**src/rtl/core/erp_pkg.sv**
```systemverilog
`timescale 1ns / 1ps
// ----------------------------------------------------------------------------
// erp_pkg
// Shared types and codes for the event ring producer.
// ----------------------------------------------------------------------------
package erp_pkg;

    // Operation codes
    localparam logic [1:0] OP_ADD      = 2'd0;
    localparam logic [1:0] OP_TRY_ADD  = 2'd1;
    localparam logic [1:0] OP_SET_RGET = 2'd2;
    localparam logic [1:0] OP_SET_DGET = 2'd3;

    // Result status codes
    localparam logic [2:0] ST_OK       = 3'd0;
    localparam logic [2:0] ST_DISABLED = 3'd1;
    localparam logic [2:0] ST_NO_ROOM  = 3'd2;
    localparam logic [2:0] ST_INVALID  = 3'd3;
    localparam logic [2:0] ST_DROPPED  = 3'd4;

    // Configuration register indexes
    localparam logic [2:0] CFG_ENABLE      = 3'd0;
    localparam logic [2:0] CFG_KEEP_NEWEST = 3'd1;
    localparam logic [2:0] CFG_MAINTAIN    = 3'd2;
    localparam logic [2:0] CFG_RING_RECS   = 3'd3;
    localparam logic [2:0] CFG_DATA_BYTES  = 3'd4;
    localparam logic [2:0] CFG_REC_THR     = 3'd5;
    localparam logic [2:0] CFG_DATA_THR    = 3'd6;

    // Depth of the queue between front and back
    localparam int QUEUE_DEPTH = 2;

    // Classified request handed from front to back
    typedef struct packed {
        logic        is_add;
        logic        is_try;
        logic        is_rget;
        logic        is_dget;
        logic        use_rem;
        logic [15:0] kind;
        logic [15:0] subkind;
        logic [16:0] nbytes;
        logic [16:0] get_pos;
    } item_t;

endpackage

```
**src/rtl/core/event_ring_producer.sv**
```systemverilog
`timescale 1ns / 1ps
// ----------------------------------------------------------------------------
// event_ring_producer
// Producer-side pointer and space manager for a record ring and a data ring.
// ----------------------------------------------------------------------------
// Each request gives exactly one result. A two-entry queue takes requests in
// while the back end works; the back end handles one request at a time. Add,
// try-add and set-data-get leave the queue, execute, and load the output
// register; the load waits while the output register holds a stalled result.
// A set-record-get first passes through the bit-serial remainder unit (17
// steps), which reduces the record get position modulo the ring size.
// Data lengths are rounded up to the granule by a constant reciprocal multiply
// as the request leaves the queue. A finished result waits in an output
// register while the next request is already being worked on. Configuration
// writes are always ready.
module event_ring_producer #(
    parameter int MAX_RECORDS    = 4096,
    parameter int MAX_DATA_BYTES = 65536,
    parameter int GRANULE_BYTES  = 8
) (
    input  logic        clk,
    input  logic        rst_n,
    input  logic        in_valid,
    output logic        in_stall,
    input  logic [1:0]  operation,
    input  logic [15:0] event_kind,
    input  logic [15:0] event_subkind,
    input  logic [16:0] data_bytes,
    input  logic [16:0] new_get,
    input  logic        cfg_valid,
    output logic        cfg_ready,
    input  logic [2:0]  cfg_index,
    input  logic [16:0] cfg_data,
    output logic        out_valid,
    input  logic        out_stall,
    output logic [2:0]  status,
    output logic        record_written,
    output logic [11:0] record_slot,
    output logic [15:0] header_kind,
    output logic [15:0] header_subkind,
    output logic [16:0] data_end_offset,
    output logic        data_wrapped,
    output logic [15:0] data_write_start,
    output logic        data_dropped,
    output logic        notify,
    output logic [31:0] record_drops,
    output logic [31:0] data_drops
);
    import erp_pkg::*;

    logic  item_valid;
    item_t item;
    logic  item_pop;

    assign cfg_ready = 1'b1;

    erp_front u_front (
        .clk           (clk),
        .rst_n         (rst_n),
        .in_valid      (in_valid),
        .in_stall      (in_stall),
        .operation     (operation),
        .event_kind    (event_kind),
        .event_subkind (event_subkind),
        .data_bytes    (data_bytes),
        .new_get       (new_get),
        .item_valid    (item_valid),
        .item          (item),
        .item_pop      (item_pop)
    );

    erp_back #(
        .MAX_RECORDS    (MAX_RECORDS),
        .MAX_DATA_BYTES (MAX_DATA_BYTES),
        .GRANULE_BYTES  (GRANULE_BYTES)
    ) u_back (
        .clk              (clk),
        .rst_n            (rst_n),
        .item_valid       (item_valid),
        .item             (item),
        .item_pop         (item_pop),
        .cfg_we           (cfg_valid & cfg_ready),
        .cfg_index        (cfg_index),
        .cfg_data         (cfg_data),
        .out_valid        (out_valid),
        .out_stall        (out_stall),
        .status           (status),
        .record_written   (record_written),
        .record_slot      (record_slot),
        .header_kind      (header_kind),
        .header_subkind   (header_subkind),
        .data_end_offset  (data_end_offset),
        .data_wrapped     (data_wrapped),
        .data_write_start (data_write_start),
        .data_dropped     (data_dropped),
        .notify           (notify),
        .record_drops     (record_drops),
        .data_drops       (data_drops)
    );

endmodule

```
**src/rtl/core/erp_front.sv**
```systemverilog
`timescale 1ns / 1ps
// ----------------------------------------------------------------------------
// erp_front
// Accepts requests, decodes the operation and queues them for the back end.
// ----------------------------------------------------------------------------
module erp_front (
    input  logic            clk,
    input  logic            rst_n,
    input  logic            in_valid,
    output logic            in_stall,
    input  logic [1:0]      operation,
    input  logic [15:0]     event_kind,
    input  logic [15:0]     event_subkind,
    input  logic [16:0]     data_bytes,
    input  logic [16:0]     new_get,
    output logic            item_valid,
    output erp_pkg::item_t  item,
    input  logic            item_pop
);
    import erp_pkg::*;

    localparam int PW = $clog2(QUEUE_DEPTH);

    item_t             queue_mem [QUEUE_DEPTH];
    logic [PW-1:0]     wr_ptr_reg, wr_ptr_next;
    logic [PW-1:0]     rd_ptr_reg, rd_ptr_next;
    logic [PW:0]       count_reg, count_next;
    item_t             decoded;
    logic              push;
    logic              pop;

    // Decode the operation
    always_comb
    begin
        decoded         = '0;
        decoded.kind    = event_kind;
        decoded.subkind = event_subkind;
        decoded.nbytes  = data_bytes;
        decoded.get_pos = new_get;
        case (operation)
            OP_ADD:      decoded.is_add  = 1'b1;
            OP_TRY_ADD:  decoded.is_try  = 1'b1;
            OP_SET_RGET: decoded.is_rget = 1'b1;
            OP_SET_DGET: decoded.is_dget = 1'b1;
            default:     decoded.is_dget = 1'b1;
        endcase
        // only the record get position needs the remainder unit
        decoded.use_rem = decoded.is_rget;
    end

    assign in_stall   = (count_reg == (PW+1)'(QUEUE_DEPTH));
    assign push       = in_valid & ~in_stall;
    assign pop        = item_pop & item_valid;
    assign item_valid = (count_reg != '0);
    assign item       = queue_mem[rd_ptr_reg];

    // Advance pointers
    always_comb
    begin
        wr_ptr_next = wr_ptr_reg;
        rd_ptr_next = rd_ptr_reg;
        count_next  = count_reg;
        if (push)
        begin
            wr_ptr_next = (wr_ptr_reg == PW'(QUEUE_DEPTH - 1)) ? '0 : wr_ptr_reg + 1'b1;
        end
        if (pop)
        begin
            rd_ptr_next = (rd_ptr_reg == PW'(QUEUE_DEPTH - 1)) ? '0 : rd_ptr_reg + 1'b1;
        end
        if (push && !pop)
        begin
            count_next = count_reg + 1'b1;
        end
        else if (pop && !push)
        begin
            count_next = count_reg - 1'b1;
        end
    end

    always_ff @(posedge clk or negedge rst_n)
    begin
        if (!rst_n)
        begin
            wr_ptr_reg <= '0;
            rd_ptr_reg <= '0;
            count_reg  <= '0;
        end
        else
        begin
            wr_ptr_reg <= wr_ptr_next;
            rd_ptr_reg <= rd_ptr_next;
            count_reg  <= count_next;
        end
    end

    // Store the request
    always_ff @(posedge clk)
    begin
        if (push)
        begin
            queue_mem[wr_ptr_reg] <= decoded;
        end
    end

endmodule

```
**src/rtl/core/erp_rem.sv**
```systemverilog
`timescale 1ns / 1ps
// ----------------------------------------------------------------------------
// erp_rem
// Bit-serial restoring remainder unit, one dividend bit per cycle.
// ----------------------------------------------------------------------------
module erp_rem #(
    parameter int QW = 13
) (
    input  logic          clk,
    input  logic          rst_n,
    input  logic          start,
    input  logic [16:0]   dividend,
    input  logic [QW-1:0] divisor,
    output logic          done,
    output logic [QW-1:0] result
);
    localparam int NB = 17;
    localparam int CW = $clog2(NB + 1);

    logic [CW-1:0] cnt_reg, cnt_next;
    logic [16:0]   dvd_reg, dvd_next;
    logic [QW-1:0] dsr_reg, dsr_next;
    logic [QW-1:0] part_reg, part_next;
    logic [QW:0]   trial;

    assign trial  = {part_reg, dvd_reg[16]};
    assign result = part_reg;
    assign done   = (cnt_reg == CW'(1));

    // Shift in one bit and subtract when it fits
    always_comb
    begin
        cnt_next  = cnt_reg;
        dvd_next  = dvd_reg;
        dsr_next  = dsr_reg;
        part_next = part_reg;
        if (start)
        begin
            cnt_next  = CW'(NB);
            dvd_next  = dividend;
            dsr_next  = divisor;
            part_next = '0;
        end
        else if (cnt_reg != '0)
        begin
            cnt_next = cnt_reg - 1'b1;
            dvd_next = {dvd_reg[15:0], 1'b0};
            if (trial >= {1'b0, dsr_reg})
            begin
                part_next = QW'(trial - {1'b0, dsr_reg});
            end
            else
            begin
                part_next = trial[QW-1:0];
            end
        end
    end

    always_ff @(posedge clk or negedge rst_n)
    begin
        if (!rst_n)
        begin
            cnt_reg <= '0;
        end
        else
        begin
            cnt_reg <= cnt_next;
        end
    end

    always_ff @(posedge clk)
    begin
        dvd_reg  <= dvd_next;
        dsr_reg  <= dsr_next;
        part_reg <= part_next;
    end

endmodule

```
**src/rtl/core/erp_back.sv**
```systemverilog
`timescale 1ns / 1ps
// ----------------------------------------------------------------------------
// erp_back
// Executes queued requests against the ring pointers and drives results.
// ----------------------------------------------------------------------------
module erp_back #(
    parameter int MAX_RECORDS    = 4096,
    parameter int MAX_DATA_BYTES = 65536,
    parameter int GRANULE_BYTES  = 8
) (
    input  logic            clk,
    input  logic            rst_n,
    input  logic            item_valid,
    input  erp_pkg::item_t  item,
    output logic            item_pop,
    input  logic            cfg_we,
    input  logic [2:0]      cfg_index,
    input  logic [16:0]     cfg_data,
    output logic            out_valid,
    input  logic            out_stall,
    output logic [2:0]      status,
    output logic            record_written,
    output logic [11:0]     record_slot,
    output logic [15:0]     header_kind,
    output logic [15:0]     header_subkind,
    output logic [16:0]     data_end_offset,
    output logic            data_wrapped,
    output logic [15:0]     data_write_start,
    output logic            data_dropped,
    output logic            notify,
    output logic [31:0]     record_drops,
    output logic [31:0]     data_drops
);
    import erp_pkg::*;

    localparam int RPW = $clog2(MAX_RECORDS);
    localparam int RCW = $clog2(MAX_RECORDS + 1);
    localparam int RXW = (RCW > 13) ? RCW : 13;
    localparam int DPW = $clog2(MAX_DATA_BYTES + 1);
    localparam int DCW = $clog2(MAX_DATA_BYTES + 262144);
    localparam int QW  = (RCW > 7) ? RCW : 7;

    // Reciprocal of the granule, exact for 18-bit dividends
    localparam int GL = $clog2(GRANULE_BYTES);
    localparam int RS = 18 + GL;
    localparam logic [19:0] RECIP =
        20'(((64'd1 << RS) + 64'(GRANULE_BYTES) - 64'd1) / 64'(GRANULE_BYTES));

    localparam logic [1:0] S_IDLE = 2'd0;
    localparam logic [1:0] S_DIV  = 2'd1;
    localparam logic [1:0] S_EXEC = 2'd2;
    localparam logic [1:0] S_FIN  = 2'd3;

    logic [1:0]     state_reg, state_next;
    item_t          cur_reg;
    logic [DCW-1:0] al_reg;

    // Configuration
    logic           en_reg, kn_reg, mc_reg;
    logic [12:0]    rrec_reg;
    logic [16:0]    dsz_reg;
    logic [12:0]    rthr_reg;
    logic [16:0]    dthr_reg;

    // Ring state
    logic [RPW-1:0] rput_reg, rget_reg;
    logic [RCW-1:0] rfill_reg;
    logic [31:0]    rdrop_reg, ddrop_reg;
    logic [DPW-1:0] dput_reg;
    logic [16:0]    dget_reg;
    logic [DCW-1:0] drem_reg;

    // Staged result
    logic [2:0]     res_status_reg;
    logic           res_written_reg;
    logic [11:0]    res_slot_reg;
    logic [15:0]    res_kind_reg, res_sub_reg;
    logic [16:0]    res_end_reg;
    logic           res_wrap_reg;
    logic [15:0]    res_start_reg;
    logic           res_drop_reg;

    // Output register
    logic           out_valid_reg;
    logic [2:0]     out_status_reg;
    logic           out_written_reg;
    logic [11:0]    out_slot_reg;
    logic [15:0]    out_kind_reg, out_sub_reg;
    logic [16:0]    out_end_reg;
    logic           out_wrap_reg;
    logic [15:0]    out_start_reg;
    logic           out_drop_reg;
    logic           out_notify_reg;
    logic [31:0]    out_rdrop_reg, out_ddrop_reg;

    logic           rem_start;
    logic           rem_done;
    logic [QW-1:0]  rem_divisor;
    logic [16:0]    rem_dividend;
    logic [QW-1:0]  rem_result;

    logic [17:0]    gran_sum;
    logic [43:0]    gran_prod;
    logic [17:0]    gran_quot;
    logic [DCW-1:0] al_calc;

    logic [RXW-1:0] rrec_x, tot_x;
    logic [RCW-1:0] tot;
    logic [DCW-1:0] dsz_x, size;
    logic [DCW-1:0] cfg_size;
    logic [RCW-1:0] put_inc;
    logic [RPW-1:0] put_ring_next;
    logic           ring_full;
    logic [DCW-1:0] al, put_x, get_x, eg, end_x, start_x, put_end;
    logic           fit_lin, rem_ok, fits, place_drop, do_write, rec_drop;
    logic [RPW-1:0] new_rget;
    logic [2:0]     exec_status;
    logic           out_load;
    logic [RCW-1:0] used, free_cnt, fill_free;
    logic           rec_note;
    logic [RPW+11:0] slot_w;
    logic [DCW+16:0] end_w, start_w;

    function automatic logic [RCW-1:0] fill_of(input logic [RPW-1:0] p,
                                               input logic [RPW-1:0] g,
                                               input logic [RCW-1:0] t);
        logic [RCW-1:0] px;
        logic [RCW-1:0] gx;
        px = RCW'(p);
        gx = RCW'(g);
        if (gx <= px)
        begin
            return px - gx;
        end
        return px + (t - gx);
    endfunction

    function automatic logic [DCW-1:0] room_of(input logic [DCW-1:0] g,
                                               input logic [DCW-1:0] p,
                                               input logic [DCW-1:0] s);
        if (g <= p)
        begin
            return g + (s - p);
        end
        return g - p;
    endfunction

    // Clamp ring sizes
    assign rrec_x = RXW'(rrec_reg);
    assign tot_x  = (rrec_x == '0) ? RXW'(1) :
                    (rrec_x > RXW'(MAX_RECORDS)) ? RXW'(MAX_RECORDS) : rrec_x;
    assign tot    = tot_x[RCW-1:0];
    assign dsz_x  = DCW'(dsz_reg);
    assign size   = (dsz_x > DCW'(MAX_DATA_BYTES)) ? DCW'(MAX_DATA_BYTES) : dsz_x;
    assign cfg_size = (DCW'(cfg_data) > DCW'(MAX_DATA_BYTES)) ?
                      DCW'(MAX_DATA_BYTES) : DCW'(cfg_data);

    // Round the data length up to the granule
    assign gran_sum  = 18'(item.nbytes) + 18'(GRANULE_BYTES - 1);
    assign gran_prod = 44'(gran_sum) * 44'(RECIP);
    assign gran_quot = gran_prod[RS +: 18];
    assign al_calc   = DCW'(gran_quot) * DCW'(GRANULE_BYTES);

    // Record ring room
    assign put_inc       = RCW'(rput_reg) + 1'b1;
    assign put_ring_next = (put_inc == tot) ? '0 : put_inc[RPW-1:0];
    assign ring_full     = (put_ring_next == rget_reg);
    assign new_rget      = rem_result[RPW-1:0];

    // Data ring placement
    assign al      = al_reg;
    assign put_x   = DCW'(dput_reg);
    assign get_x   = DCW'(dget_reg);
    assign put_end = put_x + al;
    assign fit_lin = (put_end <= size);
    assign eg      = (get_x >= size) ? '0 : get_x;
    assign rem_ok  = (drem_reg >= al);
    assign fits    = (cur_reg.nbytes == '0) ||
                     (fit_lin ? rem_ok : ((al <= size) && (eg > al)));
    assign place_drop = fit_lin ? (!kn_reg && !rem_ok) :
                        ((al > size) || (!kn_reg && (eg <= al)));
    assign start_x = fit_lin ? put_x : '0;
    assign end_x   = fit_lin ? put_end : al;

    // Classify the outcome
    always_comb
    begin
        do_write    = 1'b0;
        rec_drop    = 1'b0;
        exec_status = ST_OK;
        if (cur_reg.is_add)
        begin
            if (!en_reg)
            begin
                exec_status = ST_DISABLED;
            end
            else if (!kn_reg && ring_full)
            begin
                rec_drop    = 1'b1;
                exec_status = ST_DROPPED;
            end
            else
            begin
                do_write = 1'b1;
            end
        end
        else if (cur_reg.is_try)
        begin
            if (kn_reg)
            begin
                exec_status = ST_INVALID;
            end
            else if (!en_reg)
            begin
                exec_status = ST_DISABLED;
            end
            else if (ring_full || !fits)
            begin
                exec_status = ST_NO_ROOM;
            end
            else
            begin
                do_write = 1'b1;
            end
        end
    end

    assign slot_w  = (RPW+12)'(rput_reg);
    assign end_w   = (DCW+17)'(end_x);
    assign start_w = (DCW+17)'(start_x);

    // Notify from the settled state
    assign used      = fill_of(rput_reg, rget_reg, tot);
    assign free_cnt  = tot - 1'b1 - used;
    assign fill_free = (rfill_reg > tot) ? '0 : tot - rfill_reg;
    assign rec_note  = mc_reg ? (RXW'(free_cnt) <= RXW'(rthr_reg)) :
                                (RXW'(fill_free) <= RXW'(rthr_reg));

    // Sequence one request
    assign item_pop     = (state_reg == S_IDLE) && item_valid;
    assign rem_start    = item_pop && item.use_rem;
    assign rem_dividend = item.get_pos;
    assign rem_divisor  = QW'(tot);
    assign out_load     = (state_reg == S_FIN) && (!out_valid_reg || !out_stall);

    always_comb
    begin
        state_next = state_reg;
        case (state_reg)
            S_IDLE:
            begin
                if (item_valid)
                begin
                    state_next = item.use_rem ? S_DIV : S_EXEC;
                end
            end
            S_DIV:
            begin
                if (rem_done)
                begin
                    state_next = S_EXEC;
                end
            end
            S_EXEC:
            begin
                state_next = S_FIN;
            end
            S_FIN:
            begin
                if (out_load)
                begin
                    state_next = S_IDLE;
                end
            end
            default:
            begin
                state_next = S_IDLE;
            end
        endcase
    end

    erp_rem #(
        .QW (QW)
    ) u_rem (
        .clk      (clk),
        .rst_n    (rst_n),
        .start    (rem_start),
        .dividend (rem_dividend),
        .divisor  (rem_divisor),
        .done     (rem_done),
        .result   (rem_result)
    );

    // Hold the request under work
    always_ff @(posedge clk)
    begin
        if (item_pop)
        begin
            cur_reg <= item;
            al_reg  <= al_calc;
        end
    end

    // Configuration and ring state
    always_ff @(posedge clk or negedge rst_n)
    begin
        if (!rst_n)
        begin
            state_reg <= S_IDLE;
            en_reg    <= 1'b0;
            kn_reg    <= 1'b0;
            mc_reg    <= 1'b0;
            rrec_reg  <= 13'd4096;
            dsz_reg   <= 17'd65536;
            rthr_reg  <= '0;
            dthr_reg  <= '0;
            rput_reg  <= '0;
            rget_reg  <= '0;
            rfill_reg <= '0;
            rdrop_reg <= '0;
            ddrop_reg <= '0;
            dput_reg  <= '0;
            dget_reg  <= '0;
            drem_reg  <= (DCW'(65536) > DCW'(MAX_DATA_BYTES)) ?
                         DCW'(MAX_DATA_BYTES) : DCW'(65536);
        end
        else
        begin
            state_reg <= state_next;
            if (cfg_we)
            begin
                case (cfg_index)
                    CFG_ENABLE:      en_reg <= cfg_data[0];
                    CFG_KEEP_NEWEST: kn_reg <= cfg_data[0];
                    CFG_MAINTAIN:    mc_reg <= cfg_data[0];
                    CFG_RING_RECS:
                    begin
                        rrec_reg  <= cfg_data[12:0];
                        rput_reg  <= '0;
                        rget_reg  <= '0;
                        rfill_reg <= '0;
                    end
                    CFG_DATA_BYTES:
                    begin
                        dsz_reg  <= cfg_data;
                        dput_reg <= '0;
                        dget_reg <= '0;
                        drem_reg <= cfg_size;
                    end
                    CFG_REC_THR:     rthr_reg <= cfg_data[12:0];
                    CFG_DATA_THR:    dthr_reg <= cfg_data;
                    default:
                    begin
                    end
                endcase
            end
            else if (state_reg == S_EXEC)
            begin
                if (rec_drop)
                begin
                    rdrop_reg <= rdrop_reg + 1'b1;
                end
                if (do_write)
                begin
                    rput_reg <= put_ring_next;
                    if (place_drop)
                    begin
                        ddrop_reg <= ddrop_reg + 1'b1;
                    end
                    else
                    begin
                        dput_reg <= end_x[DPW-1:0];
                        if (!kn_reg)
                        begin
                            drem_reg <= room_of(get_x, end_x, size);
                        end
                    end
                    if (cur_reg.is_try && mc_reg)
                    begin
                        rfill_reg <= fill_of(put_ring_next, rget_reg, tot);
                    end
                end
                if (cur_reg.is_rget)
                begin
                    rget_reg  <= new_rget;
                    rfill_reg <= fill_of(rput_reg, new_rget, tot);
                    rdrop_reg <= '0;
                    ddrop_reg <= '0;
                end
                if (cur_reg.is_dget)
                begin
                    dget_reg <= cur_reg.get_pos;
                    if (!kn_reg)
                    begin
                        drem_reg <= room_of(DCW'(cur_reg.get_pos), put_x, size);
                    end
                end
            end
        end
    end

    // Stage result fields
    always_ff @(posedge clk)
    begin
        if (state_reg == S_EXEC)
        begin
            res_status_reg  <= exec_status;
            res_written_reg <= do_write;
            res_slot_reg    <= do_write ? slot_w[11:0] : '0;
            res_kind_reg    <= do_write ? cur_reg.kind : '0;
            res_sub_reg     <= do_write ? cur_reg.subkind : '0;
            res_end_reg     <= !do_write ? '0 :
                               place_drop ? 17'(put_x) : end_w[16:0];
            res_wrap_reg    <= do_write && !place_drop && !fit_lin;
            res_start_reg   <= (do_write && !place_drop) ? start_w[15:0] : '0;
            res_drop_reg    <= do_write && place_drop;
        end
    end

    // Output register
    always_ff @(posedge clk or negedge rst_n)
    begin
        if (!rst_n)
        begin
            out_valid_reg <= 1'b0;
        end
        else if (out_load)
        begin
            out_valid_reg <= 1'b1;
        end
        else if (!out_stall)
        begin
            out_valid_reg <= 1'b0;
        end
    end

    always_ff @(posedge clk)
    begin
        if (out_load)
        begin
            out_status_reg  <= res_status_reg;
            out_written_reg <= res_written_reg;
            out_slot_reg    <= res_slot_reg;
            out_kind_reg    <= res_kind_reg;
            out_sub_reg     <= res_sub_reg;
            out_end_reg     <= res_end_reg;
            out_wrap_reg    <= res_wrap_reg;
            out_start_reg   <= res_start_reg;
            out_drop_reg    <= res_drop_reg;
            out_notify_reg  <= rec_note || (drem_reg <= DCW'(dthr_reg));
            out_rdrop_reg   <= rdrop_reg;
            out_ddrop_reg   <= ddrop_reg;
        end
    end

    assign out_valid        = out_valid_reg;
    assign status           = out_status_reg;
    assign record_written   = out_written_reg;
    assign record_slot      = out_slot_reg;
    assign header_kind      = out_kind_reg;
    assign header_subkind   = out_sub_reg;
    assign data_end_offset  = out_end_reg;
    assign data_wrapped     = out_wrap_reg;
    assign data_write_start = out_start_reg;
    assign data_dropped     = out_drop_reg;
    assign notify           = out_notify_reg;
    assign record_drops     = out_rdrop_reg;
    assign data_drops       = out_ddrop_reg;

endmodule

```
**config.mk**
```make
export PLATFORM = sky130hd
export DESIGN_NAME = event_ring_producer
export DESIGN_NICKNAME = d
export VERILOG_FILES = /design/src/rtl/core/erp_pkg.sv /design/src/rtl/core/event_ring_producer.sv /design/src/rtl/core/erp_front.sv /design/src/rtl/core/erp_rem.sv /design/src/rtl/core/erp_back.sv
export SDC_FILE = /design/constraint.sdc
export NUM_CORES = 2
export LEC_CHECK = 0
export BUFFER_PORTS_ARGS = -buffer_cell sky130_fd_sc_hd__buf_4
export CAP_MARGIN = 20
export CORE_MARGIN = 4
export CORE_UTILIZATION = 54
export CTS_CLUSTER_DIAMETER = 100
export DETAILED_ROUTE_END_ITERATION = 16
export HOLD_SLACK_MARGIN = 0.12
export PLACE_DENSITY_LB_ADDON = 0.05
export SLEW_MARGIN = 20
export SYNTH_ARGS = -nofsm -noshare
export SYNTH_HDL_FRONTEND = slang
export SYNTH_SLANG_ARGS = --single-unit
```
**constraint.sdc**
```tcl
create_clock -name clk -period 15.7 [get_ports clk]
set_clock_uncertainty 0.05 [all_clocks]
set_input_delay 0 -clock clk [delete_from_list [all_inputs] [get_ports clk]]
set_output_delay 0 -clock clk [all_outputs]
set_load 0.005 [all_outputs]
```
==> impl_metrics.env <==
export IMPL_grt_pass1_vias=30800
export IMPL_ant_nets=0
export IMPL_ys_warnings_count=0
export IMPL_worstPathArrival_ps=9060
export IMPL_setup_ws_ps=7160
export IMPL_cp_num_buf_inv=3
export IMPL_yosys_area_share_xor_xnor_pct=4.96
export IMPL_synth_compound_area_share_pct=12.1
export IMPL_synthMuxAreaShare_pct=3.84
export IMPL_die_w_um=287
export IMPL_synth_top_family_by_area="simple AND/OR/NAND/NOR gates"
export IMPL_fin_nets=4779
export IMPL_grt_overflow=0
export IMPL_cts_resized=0
export IMPL_critPathMaxFanout=26
export IMPL_drv_slew=0
export IMPL_cts_buffers=80
export IMPL_clk_pin_slew_ps=60
export IMPL_routed_wl_um=128000
export IMPL_drt_iter0_drc=3111
export IMPL_max_slew_margin_rel_pct=23.9
export IMPL_start_kind="register"
export IMPL_fill_cells=6287
export IMPL_fp_dieH_um=287
export IMPL_syn_inst=3866
export IMPL_worst_ep_required_time_ps=16230
export IMPL_setup_viol=0
export IMPL_async_flop_share_pct=31.5
export IMPL_grt_max_degree=170
export IMPL_antenna_found_initial=7
export IMPL_h_tree_depth=3
export IMPL_regArea_um2=20600
export IMPL_vias=31900
export IMPL_io_pins=244
export IMPL_rows=102
export IMPL_worstMarginPinSlew_ps=1130
export IMPL_hold_viol_final=0
export IMPL_avgViaCountPerCell=5.90
export IMPL_clock_sinks=728
export IMPL_clockBufferDepth=3
export IMPL_syn_nets=4356
export IMPL_root_buffer="clkbuf_16"
export IMPL_cp_top_family="compound AO/OA/AOI/OAI gates"
export IMPL_maxCapViolations=0
export IMPL_multi_input_area_um2=19900
export IMPL_grt_usage_pct=30.9
export IMPL_hp_class="input pin to register"
export IMPL_cp_slowest_stage_delay_ps=920
export IMPL_grt_pass1_wl_um=192000
export IMPL_final_common_cell="edfxtp_1"
export IMPL_yosysUniqueCellTypes=97
export IMPL_setup_tns_ps=0
export IMPL_path_class="register to register"
export IMPL_dp_hpwl_um=94400
export IMPL_syn_avg_cell_area_um2=10.9
export IMPL_synth_flop_cell="edfxtp_1"
export IMPL_status="complete, no violations"
export IMPL_fin_crit_ps=8540
export IMPL_start_util_pct=54.4
export IMPL_dr_pass1_iters=7
export IMPL_drc=0
export IMPL_ys_seq_area_share_pct=48.9
export IMPL_routabilityCongestion=1.02
export IMPL_synth_fa_ha_area_share_pct=12.9
export IMPL_rsz0062_at_grt="no"
export IMPL_synth_area_um2=42100
export IMPL_finalCritPeriodShare_pct=54.4
export IMPL_largest_register_ff_count=140
export IMPL_cts_tree="built"
export IMPL_port_buffers=242
export IMPL_pre_cts_ws_ps=7490
export IMPL_cp_slowest_cell="o41ai_1"
export IMPL_worst_setup_path_end_kind="register"
export IMPL_core_area_um2=77300
export IMPL_ys_seq_elements=728
export IMPL_max_freq_mhz=117
export IMPL_die_area_um2=82400
export IMPL_synth_simple_area_share_pct=13.2
export IMPL_postCtsSetupRepairBufs=0
export IMPL_area_growth_pct=17.5
export IMPL_drive_above_1_share_pct=13.1
export IMPL_clk_latency_ps=670
export IMPL_routedWlPerCell_um=23.8
export IMPL_synth_edf_count=486
export IMPL_most_common_layout_cells="edfxtp_1, ha_1, inv_1, nand2_1, nor2_1"
-- layout make-up --
cell class	count	share of cell area, %
multi-input combinational	2701	40.2
tap	1040	2.63
clock buffer	116	4.45
timing repair buffer	447	7.72
antenna	4	0.0203
sequential	728	41.7
inverter	331	2.52
clock inverter	33	0.788
-- what timing repair did --
item / CTS / global route
hold buffers: 169 / 0
endpoints found under the setup margin: 0 / 0
endpoints found under the hold margin: 533 / 0
-- logic make-up (layout without fill, tap and decap cells) --
family,count (synthesis),after routing
simple gates,1141,1141
other cells,1,5
fa+ha+maj,400,400
buf+inv,437,927
xor+xnor,238,238
compound gates,774,774
mux,147,147
flops,728,728
-- worst min-delay path: stages --
cell and delay (ps):
dlygate4sd3_1 560, buf_4 140, a21o_1 110
-- layer usage --
layer | track usage, % | part of all wire, % | vias to the layer above
li1 | - | - | 14800
met1 | 43.3 | 42 | 15400
met2 | 48.4 | 45 | 1397
met3 | 6.01 | 9.1 | 295
met4 | 10.8 | 3.7 | 4
met5 | 0 | 0.016 | -
-- cell usage after synthesis, drive strengths merged (7+ instances only) --
library cell,count,share of area (%)
o31ai,34,0.64
dfxtp,13,0.62
or2,12,0.18
a31o,7,0.15
and2,21,0.31
dfrtp,226,13
a2111oi,9,0.20
nor2b,58,0.86
o41ai,10,0.23
a21o,79,1.4
xnor2,163,3.4
a22o,28,0.58
a21boi,7,0.12
buf,31,0.37
mux2,115,3.1
a21oi,217,2.6
mux2i,32,0.76
o31a,10,0.21
fa,57,2.7
and3,68,1.0
nor3,87,1.0
ha,340,10
clkbuf,75,0.67
nand4,43,0.64
edfxtp,486,35
o21bai,20,0.36
o211ai,25,0.48
nor4,44,0.89
o21a,26,0.46
and4,8,0.17
a31oi,17,0.29
nor2,313,2.8
nand3,76,0.90
o21ai,165,2.0
or3,20,0.30
nor4b,9,0.27
nand2b,42,0.62
a221oi,13,0.29
inv,329,2.9
nand2,322,2.9
xor2,75,1.6
a211oi,45,0.80
-- path summary, 6_finish.rpt --
check | from | endpoint | slack (ps) | cells after the start
worst max-delay path | u_back.dsz_reg[0] | u_back.drem_reg[12] | 7160 | 26
worst min-delay path | out_stall | u_back.out_valid | 150 | 3
worst max register to register | u_back.dsz_reg[0] | u_back.drem_reg[12] | 7160 | 26
worst min register to register | u_back.res_sub_reg[11] | u_back.header_subkind[11] | 360 | 0
max in group asynchronous | rst_n | u_back.rthr_reg[12] | 14170 | 4
min in group asynchronous | rst_n | u_back.dget_reg[4] | 470 | 4
-- through the flow --
step	cell area [µm²]	util (%)	std cells	hold WS (ps)
6_report	49400	63.9	5400	149
5_1_grt	49400	63.9	5398	151
2_1_floorplan	42100	-	3866	-346
3_3_place_gp	45100	58.3	5078	-62.5
4_1_cts	49400	63.9	5396	120
3_5_place_dp	45100	58.3	5078	-59.8
Power is left out: the tool's default activity adds up to more than one toggle a clock period on the data nets, which glitch-free logic cannot reach.
